<file path="src/rtl/core/lrf_pkg.sv">
// ----------------------------------------------------------------------------
// lrf_pkg
// Types and constants shared by the line-assembling receive FIFO modules.
// ----------------------------------------------------------------------------
`default_nettype none

package lrf_pkg;

   localparam logic [7:0] CR_BYTE = 8'd13;
   localparam logic [7:0] LF_BYTE = 8'd10;

   typedef enum logic [1:0] {
      OP_PUSH       = 2'd0,
      OP_TAKE       = 2'd1,
      OP_READ_LINE  = 2'd2,
      OP_LINE_EVENT = 2'd3
   } op_type;

   typedef enum logic [2:0] {
      ST_STORED   = 3'd0,
      ST_FILTERED = 3'd1,
      ST_OVERFLOW = 3'd2,
      ST_BYTE     = 3'd3,
      ST_EMPTY    = 3'd4,
      ST_LINE     = 3'd5,
      ST_FLUSHED  = 3'd6
   } status_type;

   typedef enum logic [1:0] {
      S_IDLE       = 2'd0,
      S_TAKE_WAIT  = 2'd1,
      S_LINE_ISSUE = 2'd2,
      S_LINE_DATA  = 2'd3
   } state_type;

   typedef struct packed {
      logic [7:0] out_byte;
      logic       last;
      status_type status;
      logic [7:0] pending_lines;
   } rsp_item_type;

endpackage

`default_nettype wire

</file>
<file path="src/rtl/core/lrf_ram.sv">
// ----------------------------------------------------------------------------
// lrf_ram
// Generic simple dual-port RAM with one write port and a registered read port.
// ----------------------------------------------------------------------------
`default_nettype none

module lrf_ram #(
   parameter int WIDTH = 8,
   parameter int DEPTH = 64
) (
   input  wire logic                     clock,
   input  wire logic                     wr_en,
   input  wire logic [$clog2(DEPTH)-1:0] wr_addr,
   input  wire logic [WIDTH-1:0]         wr_data,
   input  wire logic                     rd_en,
   input  wire logic [$clog2(DEPTH)-1:0] rd_addr,
   output logic      [WIDTH-1:0]         rd_data
);

   logic [WIDTH-1:0] mem_ff [DEPTH];
   logic [WIDTH-1:0] rd_data_ff;

   always_ff @(posedge clock) begin
      if (wr_en) begin
         mem_ff[wr_addr] <= wr_data;
      end
      if (rd_en) begin
         rd_data_ff <= mem_ff[rd_addr];
      end
   end

   assign rd_data = rd_data_ff;

endmodule

`default_nettype wire

</file>
<file path="src/rtl/core/lrf_out.sv">
// ----------------------------------------------------------------------------
// lrf_out
// Output register that holds one result transaction until it is taken.
// ----------------------------------------------------------------------------
`default_nettype none

module lrf_out (
   input  wire logic                  clock,
   input  wire logic                  reset,
   input  wire logic                  load,
   input  wire lrf_pkg::rsp_item_type item,
   output logic                       can_load,
   output logic                       rsp_valid,
   input  wire logic                  rsp_stall,
   output lrf_pkg::rsp_item_type      rsp_item
);

   import lrf_pkg::*;

   logic         valid_ff;
   logic         valid_in;
   rsp_item_type item_ff;

   assign can_load = !valid_ff || !rsp_stall;

   always_comb begin
      valid_in = valid_ff;
      if (load) begin
         valid_in = 1'b1;
      end else if (!rsp_stall) begin
         valid_in = 1'b0;
      end
   end

   always_ff @(posedge clock) begin
      if (reset) begin
         valid_ff <= 1'b0;
      end else begin
         valid_ff <= valid_in;
      end
   end

   always_ff @(posedge clock) begin
      if (load) begin
         item_ff <= item;
      end
   end

   assign rsp_valid = valid_ff;
   assign rsp_item  = item_ff;

endmodule

`default_nettype wire

</file>
<file path="src/rtl/core/lrf_ctrl.sv">
// ----------------------------------------------------------------------------
// lrf_ctrl
// Ring pointers, line count and the sequencer that drives the byte RAM.
// ----------------------------------------------------------------------------
`default_nettype none

module lrf_ctrl #(
   parameter int DEPTH = 64
) (
   input  wire logic                     clock,
   input  wire logic                     reset,
   input  wire logic                     csr_wr_en,
   input  wire logic                     csr_wr_data,
   input  wire logic                     req_valid,
   output logic                          req_stall,
   input  wire logic [1:0]               req_op,
   input  wire logic [7:0]               req_data_byte,
   input  wire logic                     can_load,
   output logic                          load,
   output lrf_pkg::rsp_item_type         item,
   output logic                          wr_en,
   output logic      [$clog2(DEPTH)-1:0] wr_addr,
   output logic      [7:0]               wr_data,
   output logic                          rd_en,
   output logic      [$clog2(DEPTH)-1:0] rd_addr,
   input  wire logic [7:0]               rd_data
);

   import lrf_pkg::*;

   localparam int AW = $clog2(DEPTH);
   localparam logic [AW-1:0] LAST_SLOT = AW'(DEPTH - 1);

   state_type     state_ff;
   state_type     state_in;
   logic [AW-1:0] head_ff;
   logic [AW-1:0] head_in;
   logic [AW-1:0] tail_ff;
   logic [AW-1:0] tail_in;
   logic [7:0]    line_count_ff;
   logic [7:0]    line_count_in;
   logic          consumer_ff;

   op_type        op;
   logic [AW-1:0] head_nx;
   logic [AW-1:0] tail_nx;
   logic          empty;
   logic          full;
   logic          accept;
   logic          no_line;
   logic          line_start;
   logic          line_end;

   assign op      = op_type'(req_op);
   assign head_nx = (head_ff == LAST_SLOT) ? '0 : head_ff + AW'(1);
   assign tail_nx = (tail_ff == LAST_SLOT) ? '0 : tail_ff + AW'(1);
   assign empty   = (head_ff == tail_ff);
   assign full    = (head_nx == tail_ff);
   assign no_line = (line_count_ff == 8'd0);

   assign req_stall = !((state_ff == S_IDLE) && can_load);
   assign accept    = req_valid && !req_stall;

   assign line_start = !no_line &&
                       ((op == OP_READ_LINE) || ((op == OP_LINE_EVENT) && consumer_ff));
   assign line_end   = (rd_data == 8'd0) || (rd_data == CR_BYTE) || rd_data[7];

   assign wr_addr = head_nx;
   assign wr_data = req_data_byte;
   assign rd_addr = tail_nx;

   // Next state.
   always_comb begin
      state_in = state_ff;
      unique case (state_ff)
         S_IDLE: begin
            if (accept) begin
               if ((op == OP_TAKE) && !empty) begin
                  state_in = S_TAKE_WAIT;
               end else if (line_start) begin
                  state_in = S_LINE_ISSUE;
               end
            end
         end
         S_TAKE_WAIT: begin
            if (can_load) begin
               state_in = S_IDLE;
            end
         end
         S_LINE_ISSUE: begin
            if (!empty) begin
               state_in = S_LINE_DATA;
            end else if (can_load) begin
               state_in = S_IDLE;
            end
         end
         S_LINE_DATA: begin
            if (can_load) begin
               state_in = line_end ? S_IDLE : S_LINE_ISSUE;
            end
         end
         default: state_in = S_IDLE;
      endcase
   end

   // Datapath updates and result generation.
   always_comb begin
      load          = 1'b0;
      wr_en         = 1'b0;
      rd_en         = 1'b0;
      head_in       = head_ff;
      tail_in       = tail_ff;
      line_count_in = line_count_ff;
      item.out_byte = 8'd0;
      item.last     = 1'b1;
      item.status   = ST_EMPTY;
      unique case (state_ff)
         S_IDLE: begin
            if (accept) begin
               unique case (op)
                  OP_PUSH: begin
                     load = 1'b1;
                     if (full) begin
                        head_in     = tail_ff;
                        item.status = ST_OVERFLOW;
                     end else if ((req_data_byte == 8'd0) || (req_data_byte == LF_BYTE)) begin
                        item.status = ST_FILTERED;
                     end else begin
                        wr_en       = 1'b1;
                        head_in     = head_nx;
                        item.status = ST_STORED;
                        if (req_data_byte == CR_BYTE) begin
                           line_count_in = line_count_ff + 8'd1;
                        end
                     end
                  end
                  OP_TAKE: begin
                     if (empty) begin
                        load = 1'b1;
                     end else begin
                        rd_en   = 1'b1;
                        tail_in = tail_nx;
                     end
                  end
                  OP_READ_LINE: begin
                     if (no_line) begin
                        load = 1'b1;
                     end else begin
                        line_count_in = line_count_ff - 8'd1;
                     end
                  end
                  OP_LINE_EVENT: begin
                     if (no_line) begin
                        load = 1'b1;
                     end else if (consumer_ff) begin
                        line_count_in = line_count_ff - 8'd1;
                     end else begin
                        load        = 1'b1;
                        head_in     = tail_ff;
                        item.status = ST_FLUSHED;
                     end
                  end
                  default: load = 1'b0;
               endcase
            end
         end
         S_TAKE_WAIT: begin
            load          = can_load;
            item.out_byte = rd_data;
            item.status   = ST_BYTE;
         end
         S_LINE_ISSUE: begin
            item.status = ST_LINE;
            if (empty) begin
               load = can_load;
            end else begin
               rd_en   = 1'b1;
               tail_in = tail_nx;
            end
         end
         S_LINE_DATA: begin
            load        = can_load;
            item.status = ST_LINE;
            if (!line_end) begin
               item.out_byte = rd_data;
               item.last     = 1'b0;
            end
         end
         default: load = 1'b0;
      endcase
      item.pending_lines = line_count_in;
   end

   always_ff @(posedge clock) begin
      if (reset) begin
         state_ff      <= S_IDLE;
         head_ff       <= '0;
         tail_ff       <= '0;
         line_count_ff <= 8'd0;
         consumer_ff   <= 1'b0;
      end else begin
         state_ff      <= state_in;
         head_ff       <= head_in;
         tail_ff       <= tail_in;
         line_count_ff <= line_count_in;
         if (csr_wr_en) begin
            consumer_ff <= csr_wr_data;
         end
      end
   end

`ifndef ASSERT_OFF
   a_no_rw_overlap: assert property (@(posedge clock) disable iff (reset)
      !(wr_en && rd_en))
      else $error("RAM written and read in the same cycle");

   a_take_data_held: assert property (@(posedge clock) disable iff (reset)
      (state_ff == S_TAKE_WAIT) && $past(state_ff == S_TAKE_WAIT) |-> $stable(rd_data))
      else $error("Read data changed while a taken byte waits");

   a_count_busy_stable: assert property (@(posedge clock) disable iff (reset)
      (state_ff != S_IDLE) |=> $stable(line_count_ff))
      else $error("Line count changed during a multi-cycle transaction");

   a_load_room: assert property (@(posedge clock) disable iff (reset)
      load |-> can_load)
      else $error("Result loaded while the output register is held");
`endif

endmodule

`default_nettype wire

</file>
<file path="src/rtl/core/line_assembling_rx_fifo.sv">
// ----------------------------------------------------------------------------
// line_assembling_rx_fifo
// Receive byte ring with a count of pending CR-terminated lines.
// ----------------------------------------------------------------------------
//
// Channel  Direction  Handshake          Payload
// req      in         req_valid/stall    req_op, req_data_byte
// rsp      out        rsp_valid/stall    rsp_out_byte, rsp_last, rsp_status,
//                                        rsp_pending_lines
// csr      in         csr_wr_en          csr_wr_data
//
// Push, flush and status-only transactions load their result from S_IDLE; a take
// reads the byte RAM and loads the byte in S_TAKE_WAIT. A line read reads each
// character in S_LINE_ISSUE and loads it in S_LINE_DATA; an ending byte, or an
// empty ring at S_LINE_ISSUE, loads the terminator. RAM reads are registered.
// Reset clears the pointers, the line count and the register; the RAM is
// not cleared and the block is ready in the cycle after reset.
// A stalled result holds the output register and, with it, further input.
`default_nettype none

module line_assembling_rx_fifo #(
   parameter int DEPTH = 64
) (
   input  wire logic       clock,
   input  wire logic       reset,
   input  wire logic       csr_wr_en,
   input  wire logic       csr_wr_data,
   input  wire logic       req_valid,
   output logic            req_stall,
   input  wire logic [1:0] req_op,
   input  wire logic [7:0] req_data_byte,
   output logic            rsp_valid,
   input  wire logic       rsp_stall,
   output logic      [7:0] rsp_out_byte,
   output logic            rsp_last,
   output logic      [2:0] rsp_status,
   output logic      [7:0] rsp_pending_lines
);

   import lrf_pkg::*;

   localparam int AW = $clog2(DEPTH);

   logic          can_load;
   logic          load;
   rsp_item_type  item;
   rsp_item_type  rsp_item;
   logic          wr_en;
   logic [AW-1:0] wr_addr;
   logic [7:0]    wr_data;
   logic          rd_en;
   logic [AW-1:0] rd_addr;
   logic [7:0]    rd_data;

   lrf_ram #(
      .WIDTH(8),
      .DEPTH(DEPTH)
   ) u_ram (
      .clock  (clock),
      .wr_en  (wr_en),
      .wr_addr(wr_addr),
      .wr_data(wr_data),
      .rd_en  (rd_en),
      .rd_addr(rd_addr),
      .rd_data(rd_data)
   );

   lrf_ctrl #(
      .DEPTH(DEPTH)
   ) u_ctrl (
      .clock        (clock),
      .reset        (reset),
      .csr_wr_en    (csr_wr_en),
      .csr_wr_data  (csr_wr_data),
      .req_valid    (req_valid),
      .req_stall    (req_stall),
      .req_op       (req_op),
      .req_data_byte(req_data_byte),
      .can_load     (can_load),
      .load         (load),
      .item         (item),
      .wr_en        (wr_en),
      .wr_addr      (wr_addr),
      .wr_data      (wr_data),
      .rd_en        (rd_en),
      .rd_addr      (rd_addr),
      .rd_data      (rd_data)
   );

   lrf_out u_out (
      .clock    (clock),
      .reset    (reset),
      .load     (load),
      .item     (item),
      .can_load (can_load),
      .rsp_valid(rsp_valid),
      .rsp_stall(rsp_stall),
      .rsp_item (rsp_item)
   );

   assign rsp_out_byte      = rsp_item.out_byte;
   assign rsp_last          = rsp_item.last;
   assign rsp_status        = rsp_item.status;
   assign rsp_pending_lines = rsp_item.pending_lines;

endmodule

`default_nettype wire
</file>
<file path="config.mk">
export PLATFORM = sky130hd
export DESIGN_NAME = line_assembling_rx_fifo
export DESIGN_NICKNAME = d
export VERILOG_FILES = /design/src/rtl/core/lrf_pkg.sv /design/src/rtl/core/lrf_ram.sv /design/src/rtl/core/lrf_out.sv /design/src/rtl/core/lrf_ctrl.sv /design/src/rtl/core/line_assembling_rx_fifo.sv
export SDC_FILE = /design/constraint.sdc
export NUM_CORES = 1
export LEC_CHECK = 0
export ABC_CLOCK_PERIOD_IN_PS = 4900
export BUFFER_PORTS_ARGS = -buffer_cell sky130_fd_sc_hd__clkbuf_2
export CAP_MARGIN = 20
export CORE_UTILIZATION = 26
export DETAILED_ROUTE_END_ITERATION = 10
export GPL_TIMING_DRIVEN = 0
export SLEW_MARGIN = 20
export SYNTH_ARGS = -nofsm -noshare
export SYNTH_HDL_FRONTEND = slang
export SYNTH_SLANG_ARGS = --single-unit
</file>
<file path="constraint.sdc">
create_clock -name clock -period 4.9 [get_ports clock]
set_input_delay 0.98 -clock clock [delete_from_list [all_inputs] [get_ports clock]]
set_output_delay 0.98 -clock clock [all_outputs]
set_load 0.05 [all_outputs]
</file>
Word-level counts from Yosys, hierarchy flattened

Memory sizes are Yosys's and may differ from the RTL's. A register that Yosys moved wholly into a read port is not among the register bits.
Index checks and enable logic that the tools add are counted.

$add $sub $neg: 4
Equality and inequality tests: 21
Mux-type cells: 58
Reductions and logical operators: 27

Operator list:

| cell                                                                  | count |
|---|---|
| 8-bit 2-to-1 mux                                                      | 8 |
| 6-bit 2-to-1 mux                                                      | 9 |
| 8-bit by 4-bit equality test with 1-bit output, second input constant | 3 |
| 8-bit zero test                                                       | 3 |
| 6-bit one-hot mux with 2 select lines                                 | 2 |
| 8-bit one-hot mux with 3 select lines                                 | 1 |
| 1-bit 2-to-1 mux                                                      | 19 |
| 2-bit 2-to-1 mux                                                      | 8 |
| 8-bit one-hot mux with 2 select lines                                 | 1 |
| 6-bit by 1-bit adder with 6-bit output, second input constant         | 2 |
| 6-bit equality test                                                   | 2 |
| 6-bit equality test, second input constant                            | 2 |
| 3-bit 2-to-1 mux                                                      | 3 |
| 9-bit 2-to-1 mux                                                      | 1 |
| 3-bit one-hot mux with 3 select lines                                 | 1 |
| 8-bit by 1-bit adder with 8-bit output, second input constant         | 1 |
| 2-bit equality test, second input constant                            | 4 |
| 2-bit one-hot mux with 4 select lines                                 | 1 |
| 8-bit by 1-bit subtractor with 8-bit output, second input constant    | 1 |
| 2-bit by 1-bit != test with 1-bit output, second input constant       | 3 |
| 2-bit != test, second input constant                                  | 3 |
| 3-bit by 2-bit != test with 1-bit output, second input constant       | 2 |
| 3-bit one-hot mux with 2 select lines                                 | 1 |
| 3-bit AND reduction                                                   | 2 |
| 11 further kinds                                                      | 27 |

Register bits after elaboration: 44
Bits in writable memories: 512
Input port bits: 16
Output and inout bits: 22
Logic and storage cells: 121
Memories kept: 1

Memories:

| memory       | words | bits a word | rd ports | clocked after Yosys merged registers in | write ports | line          | RTL |
|---|---|---|---|---|---|---|---|
| u_ram.mem_ff | 64    | 8           | 1        | 1                                       | 1           | lrf_ram.sv:20 | `logic [WIDTH-1:0] mem_ff [DEPTH];` |

Logic depth before layout (Yosys ltp)

Word-level depth: 9
Mapped depth: 12
Depth with buffers taken out: 8

By module

From an unflattened synthesis, not the netlist that was laid out.

Cells, all modules: 1291
Area total of the unflattened synthesis: 23278.6 sq um

By module, submodules not included:

| module   | instances | cells each | area each (sq um) | sequential area each (sq um) |
|---|---|---|---|---|
| lrf_ram  | 1         | 940        | 20246.9           | 15615.0 |
| lrf_ctrl | 1         | 327        | 2398.6            | 460.4 |
| lrf_out  | 1         | 24         | 633.1             | 620.6 |

Worst setup path after synthesis

No wires, ideal clock.

Path kind: input -> register
Start point: input port rsp_stall
End point: memory u_ram.mem_ff[15][0] (enable)
Setup time: 371 ps
Data arrival time: 2806 ps
Required time: 4529 ps
Setup slack: 1724 ps
Cell stages on the path: 6
Path buffers: 0
Cells stage by stage: a211o_1 -> nor2_1 -> nand2_1 -> nor3b_1 -> nand3_1 -> nor2_1

Word-level cells in the longest chain between the ends: 8

RTL lines:

| what                                   | line                          | RTL |
|---|---|---|
| from (decl)                            | line_assembling_rx_fifo.sv:33 | `input wire logic rsp_stall,` |
| 1-bit zero test                        | lrf_out.sv:24                 | `assign can_load = !valid_ff \|\| !rsp_stall;` |
| 1-bit logical OR                       | lrf_out.sv:24                 |  |
| 1-bit logical AND                      | lrf_ctrl.sv:61                | `assign req_stall = !((state_ff == S_IDLE) && can_load);` |
| 1-bit logical AND                      | lrf_ctrl.sv:62                | `assign accept = req_valid && !req_stall;` |
| 1-bit 2-to-1 mux                       | lrf_ctrl.sv:119               | `if (accept) begin` |
| 1-bit 2-to-1 mux                       | lrf_ctrl.sv:117               | `unique case (state_ff)` |
| 1-bit 2-to-1 mux                       | lrf_ram.sv:24                 | `if (wr_en) begin` |
| 1-bit 2-to-1 mux (not written as such) | lrf_ram.sv:25                 | `mem_ff[wr_addr] <= wr_data;` |
| to (decl)                              | lrf_ram.sv:20                 |  |

No other way between the ends.

Worst setup path in the final report

Start point: input port req_data_byte[4]
End point: memory u_ram.mem_ff[55][3] (enable)

Word-level cells in the longest chain between the ends: 9
Elaborated cells on any way between the ends: 10
Those cells by class: 1 x eq/ne; 7 x mux; 2 x reduce/logical

RTL lines:

| what                                                                              | line                          | RTL |
|---|---|---|
| from (decl)                                                                       | line_assembling_rx_fifo.sv:31 | `input wire logic [7:0] req_data_byte,` |
| 8-bit by 4-bit equality test with 1-bit output or 8-bit zero test (tied branches) | lrf_ctrl.sv:126               | `end else if ((req_data_byte == 8'd0) \|\| (req_data_byte == LF_BYTE)) begin` |
| 1-bit logical OR (*)                                                              | lrf_ctrl.sv:126               |  |
| 1-bit 2-to-1 mux (*)                                                              | lrf_ctrl.sv:126               |  |
| 1-bit 2-to-1 mux (*)                                                              | lrf_ctrl.sv:123               | `if (full) begin` |
| 1-bit 2-to-1 mux (*)                                                              | lrf_ctrl.sv:120               | `unique case (op)` |
| 1-bit 2-to-1 mux (*)                                                              | lrf_ctrl.sv:119               |  |
| 1-bit 2-to-1 mux (*)                                                              | lrf_ctrl.sv:117               |  |
| 1-bit 2-to-1 mux (*)                                                              | lrf_ram.sv:24                 |  |
| 1-bit 2-to-1 mux (not written as such) (*)                                        | lrf_ram.sv:25                 |  |

Mark *: on every way between the ends. The rest lies on a longest branch, timed or not.

==> summary.txt <==
STA
  • Final setup viols: 0
  • Final hold viol count: 0
  • Final TNS setup: 0 ns
  • Setup Skew: 0.0524 ns
  • Fmax: 226 MHz
  • Crit path time final: 4.42 ns
  • Slew headroom: 0.211
  • Final period util: 0.902
  • Count of pins over their slew limit: 0
  • RSZ-0062 raised after global routing: false
  • Worst-Margin Slew: 1.17 ns

Finish
  • Area growth, synth to finish: 15.5%
  • Fraction of layout cells with a size suffix above 1: 0.0778
  • FF/Latch Area: 16700 um^2
  • Final-stage net count: 2026
  • # diodes: 0
  • Layout fillers: 8928
  • Most common cell after layout, fill and taps aside: edfxtp_1
  • Multi-input gate area: 6100 um^2
  • Post-layout util: 0.304
  • Most frequent cells in the layout: edfxtp_1 (540), nand2_1 (514), nand3_1 (246)

Synthesis
  • Mapped Cells: 1897
  • Synth Area in Compound Gates: 0.0520
  • Largest family of logic cells by synthesized area: simple AND/OR/NAND/NOR gates
  • Post-synthesis cell type count: 61
  • Fraction of registers with async set/reset: 0
  • Most area-hungry cell type in the Yosys netlist: edfxtp_1
  • Post-synth EDFFs: 540
  • Post-synthesis adder-cell area fraction: 0.00537
  • Synth Area in Simple Gates: 0.184
  • Register bit total from synthesis: 564
  • Post-synth top flop: edfxtp_1
  • Ranking of synthesized cells by area: edfxtp_1 (70%), nand2_1 (8.3%), nand3_1 (5.3%), dfxtp_1 (2.1%), nand4_1 (1.7%)
  • Syn nets: 1923
  • Post-synthesis mux area share: 0.0118
  • Mapped Area: 23300 um^2
  • Share of the yosys chip area belonging to registers: 0.716
  • Yosys Warn Count: 0
  • Top cell type's share of synthesized area: 0.696
  • Avg Inst Size Synth: 12.3 um^2
  • Post-Synth XOR/XNOR Area: 0.00859

Floorplanning
  • IO Count: 38
  • Starting Density: 0.263
  • Die W: 301 um
  • DIE HEIGHT: 301 um
  • Row cnt: 109
  • Core area: just under 90000 um^2
  • Die Area: 90900 um^2

Critical path
  • Worst r2r path cells: 11
  • Worst-path maximum fanout: 36
  • Top Family by Delay on Critical Path: simple AND/OR/NAND/NOR gates
  • Critical Path RT: 5.18 ns
  • Setup crit end kind: flop
  • Crit path depth: 7
  • CP max stage delay: 0.97 ns
  • Worst R2R Setup Slack: about 0.64 ns
  • Crit path cell chain: clkbuf_4, buf_12, or4_1, nor4_1, nor3b_1, nand3_1, nor2_1
  • Kind of critical path: in -> reg
  • CP startpoint kind: input pin
  • Max stage delay cell, worst path: nor4_1
  • Crit path arrival time: 4.70 ns
  • Buf/Inv on CP: 2

Global routing
  • Antenna violations before repair: 0
  • Largest net degree at the start of global routing: 66
  • Gr usage total: 0.141
  • Total congestion overflow: 0
  • Global-route wire length before repair: 95.2 mm
  • Number of global-route vias before repair: 14900

CTS
  • Root Buffer: clkbuf_16
  • Hold_buf cts: 0
  • Setup Buffers After CTS: 0
  • CTS max path bufs: 3
  • Clk_lat worst skew: 0.66 ns
  • CTS tree: built
  • CTS sink count: 564
  • CTS H-Tree Depth: 2
  • Num CTS Buffers: 57
  • # resized after CTS: 0
  • Clk slew on worst S/H paths: 0.06 ns

Routing
  • Post-route ant nets: 0
  • Vias per cell: just under 5
  • Wire per inst: about 20 um
  • Iter 0 DRT Violations: 1690
  • Routed wire length: about 64 mm
  • Vias post-DR: ~15000
  • Router iterations before antenna repair: 9
  • Remaining DRCs: 15

Outcome
  • Violated checks: DRC
  • Status: finished, violations left

Power
  • Power Total: 0.0105 W
  • Max IR drop VDD: around 0.29 mV
  • Leak Pwr: 8.66 nW
  • Pwr per Cell Area: 391 nW/um^2

Worst hold path
  • Hold Path Class: reg -> reg
  • Worst Hold Depth: 2

Place
  • Global placement routability congestion: 0.939
  • Placed wire-length estimate: ~43 mm
  • Buffers on Ports: 37

Flow run
  • Max cap viols: 0
==> registers in the layout, indices dropped and copies added (netlist names) <==
register              count
u_ctrl.consumer_ff        1
u_ctrl.head_ff            6
u_ctrl.line_count_ff      8
u_ctrl.state_ff           2
u_ctrl.tail_ff            6
u_out.rsp_item           20
u_out.rsp_valid           1
u_ram.mem_ff            512
u_ram.rd_data             8
==> worst paths after layout <==
check	to	from
max	u_ram.mem_ff[55][3]	req_data_byte[4]
min reg2reg	u_ctrl.state_ff[0]	u_out.rsp_valid
max reg2reg	u_ram.rd_data[4]	u_ctrl.tail_ff[1]
min	u_ctrl.state_ff[0]	u_out.rsp_valid
==> through the flow <==
step	cell area, um^2	setup WS, ns	hold slack (ns)	std cells
floorplan	23300	1.72	0.506	1897
global placement	25000	-0.573	0.531	3099
detailed placement	25100	-0.0137	0.557	3106
CTS	26900	0.654	0.537	3210
global route	26900	0.383	0.577	3210
finish	26900	0.481	0.550	3210
==> final cells by class <==
class / instances / area share
sequential: 564 / 0.620
multi-input combinational: 1204 / 0.227
clock buffer: 69 / 0.0546
tap: 1165 / 0.0541
buffer: 111 / 0.0169
timing repair buffer: 44 / 0.0133
clock inverter: 35 / 0.0119
inverter: 18 / 0.00251
==> cell families (layout without fill, tap and decap cells) <==
logic type | count (synthesis) | in the layout
and+or+nand+nor | 977 | 977
DFF | 564 | 564
AOI/OAI and AO/OA | 168 | 168
buffers and inverters | 129 | 277
muxes | 27 | 27
xor gates and xnor gates | 22 | 22
adders and majority gates | 10 | 10
==> routing by layer <==
layer / vias up / track usage / routed length [um] / share of wire
met5: - / 0 / 0 / 0
met1: 7532 / 0.190 / 27600 / 0.43
li1: 7191 / - / - / -
met3: 99 / 0.0241 / 5080 / 0.079
met4: 0 / 0.0494 / 1770 / 0.028
met2: 633 / 0.227 / 29900 / 0.46
==> worst reg2reg max path, stage by stage, from the launching register on <==
cell      delay [ns]
dfxtp_1         0.38
ha_1            0.20
clkbuf_1        0.19
and3_1          0.24
a31oi_1         0.62
clkbuf_1        0.58
clkbuf_1        0.52
nand2_1         0.11
nand3_1         0.13
nand4_1         0.25
a221oi_1        0.61
a32o_1          0.29
==> where the power goes <==
group	leakage [nW]	switching, W	internal [W]
Sequential	5.06	0.0000241	0.00533
Clock	0.877	0.00189	0.00232
Combinational	2.73	0.000730	0.000248
==> synth_stat cells, types with 18 or more instances <==
master    number
edfxtp_1     540
a31oi_1       39
clkbuf_1      87
a32oi_1       18
mux2i_1       24
nand2_1      514
a21oi_1       25
inv_1         18
dfxtp_1       24
nor2_1        99
nand4_1       62
nand3_1      246
No activity file was read; power rests on OpenSTA's default activity.
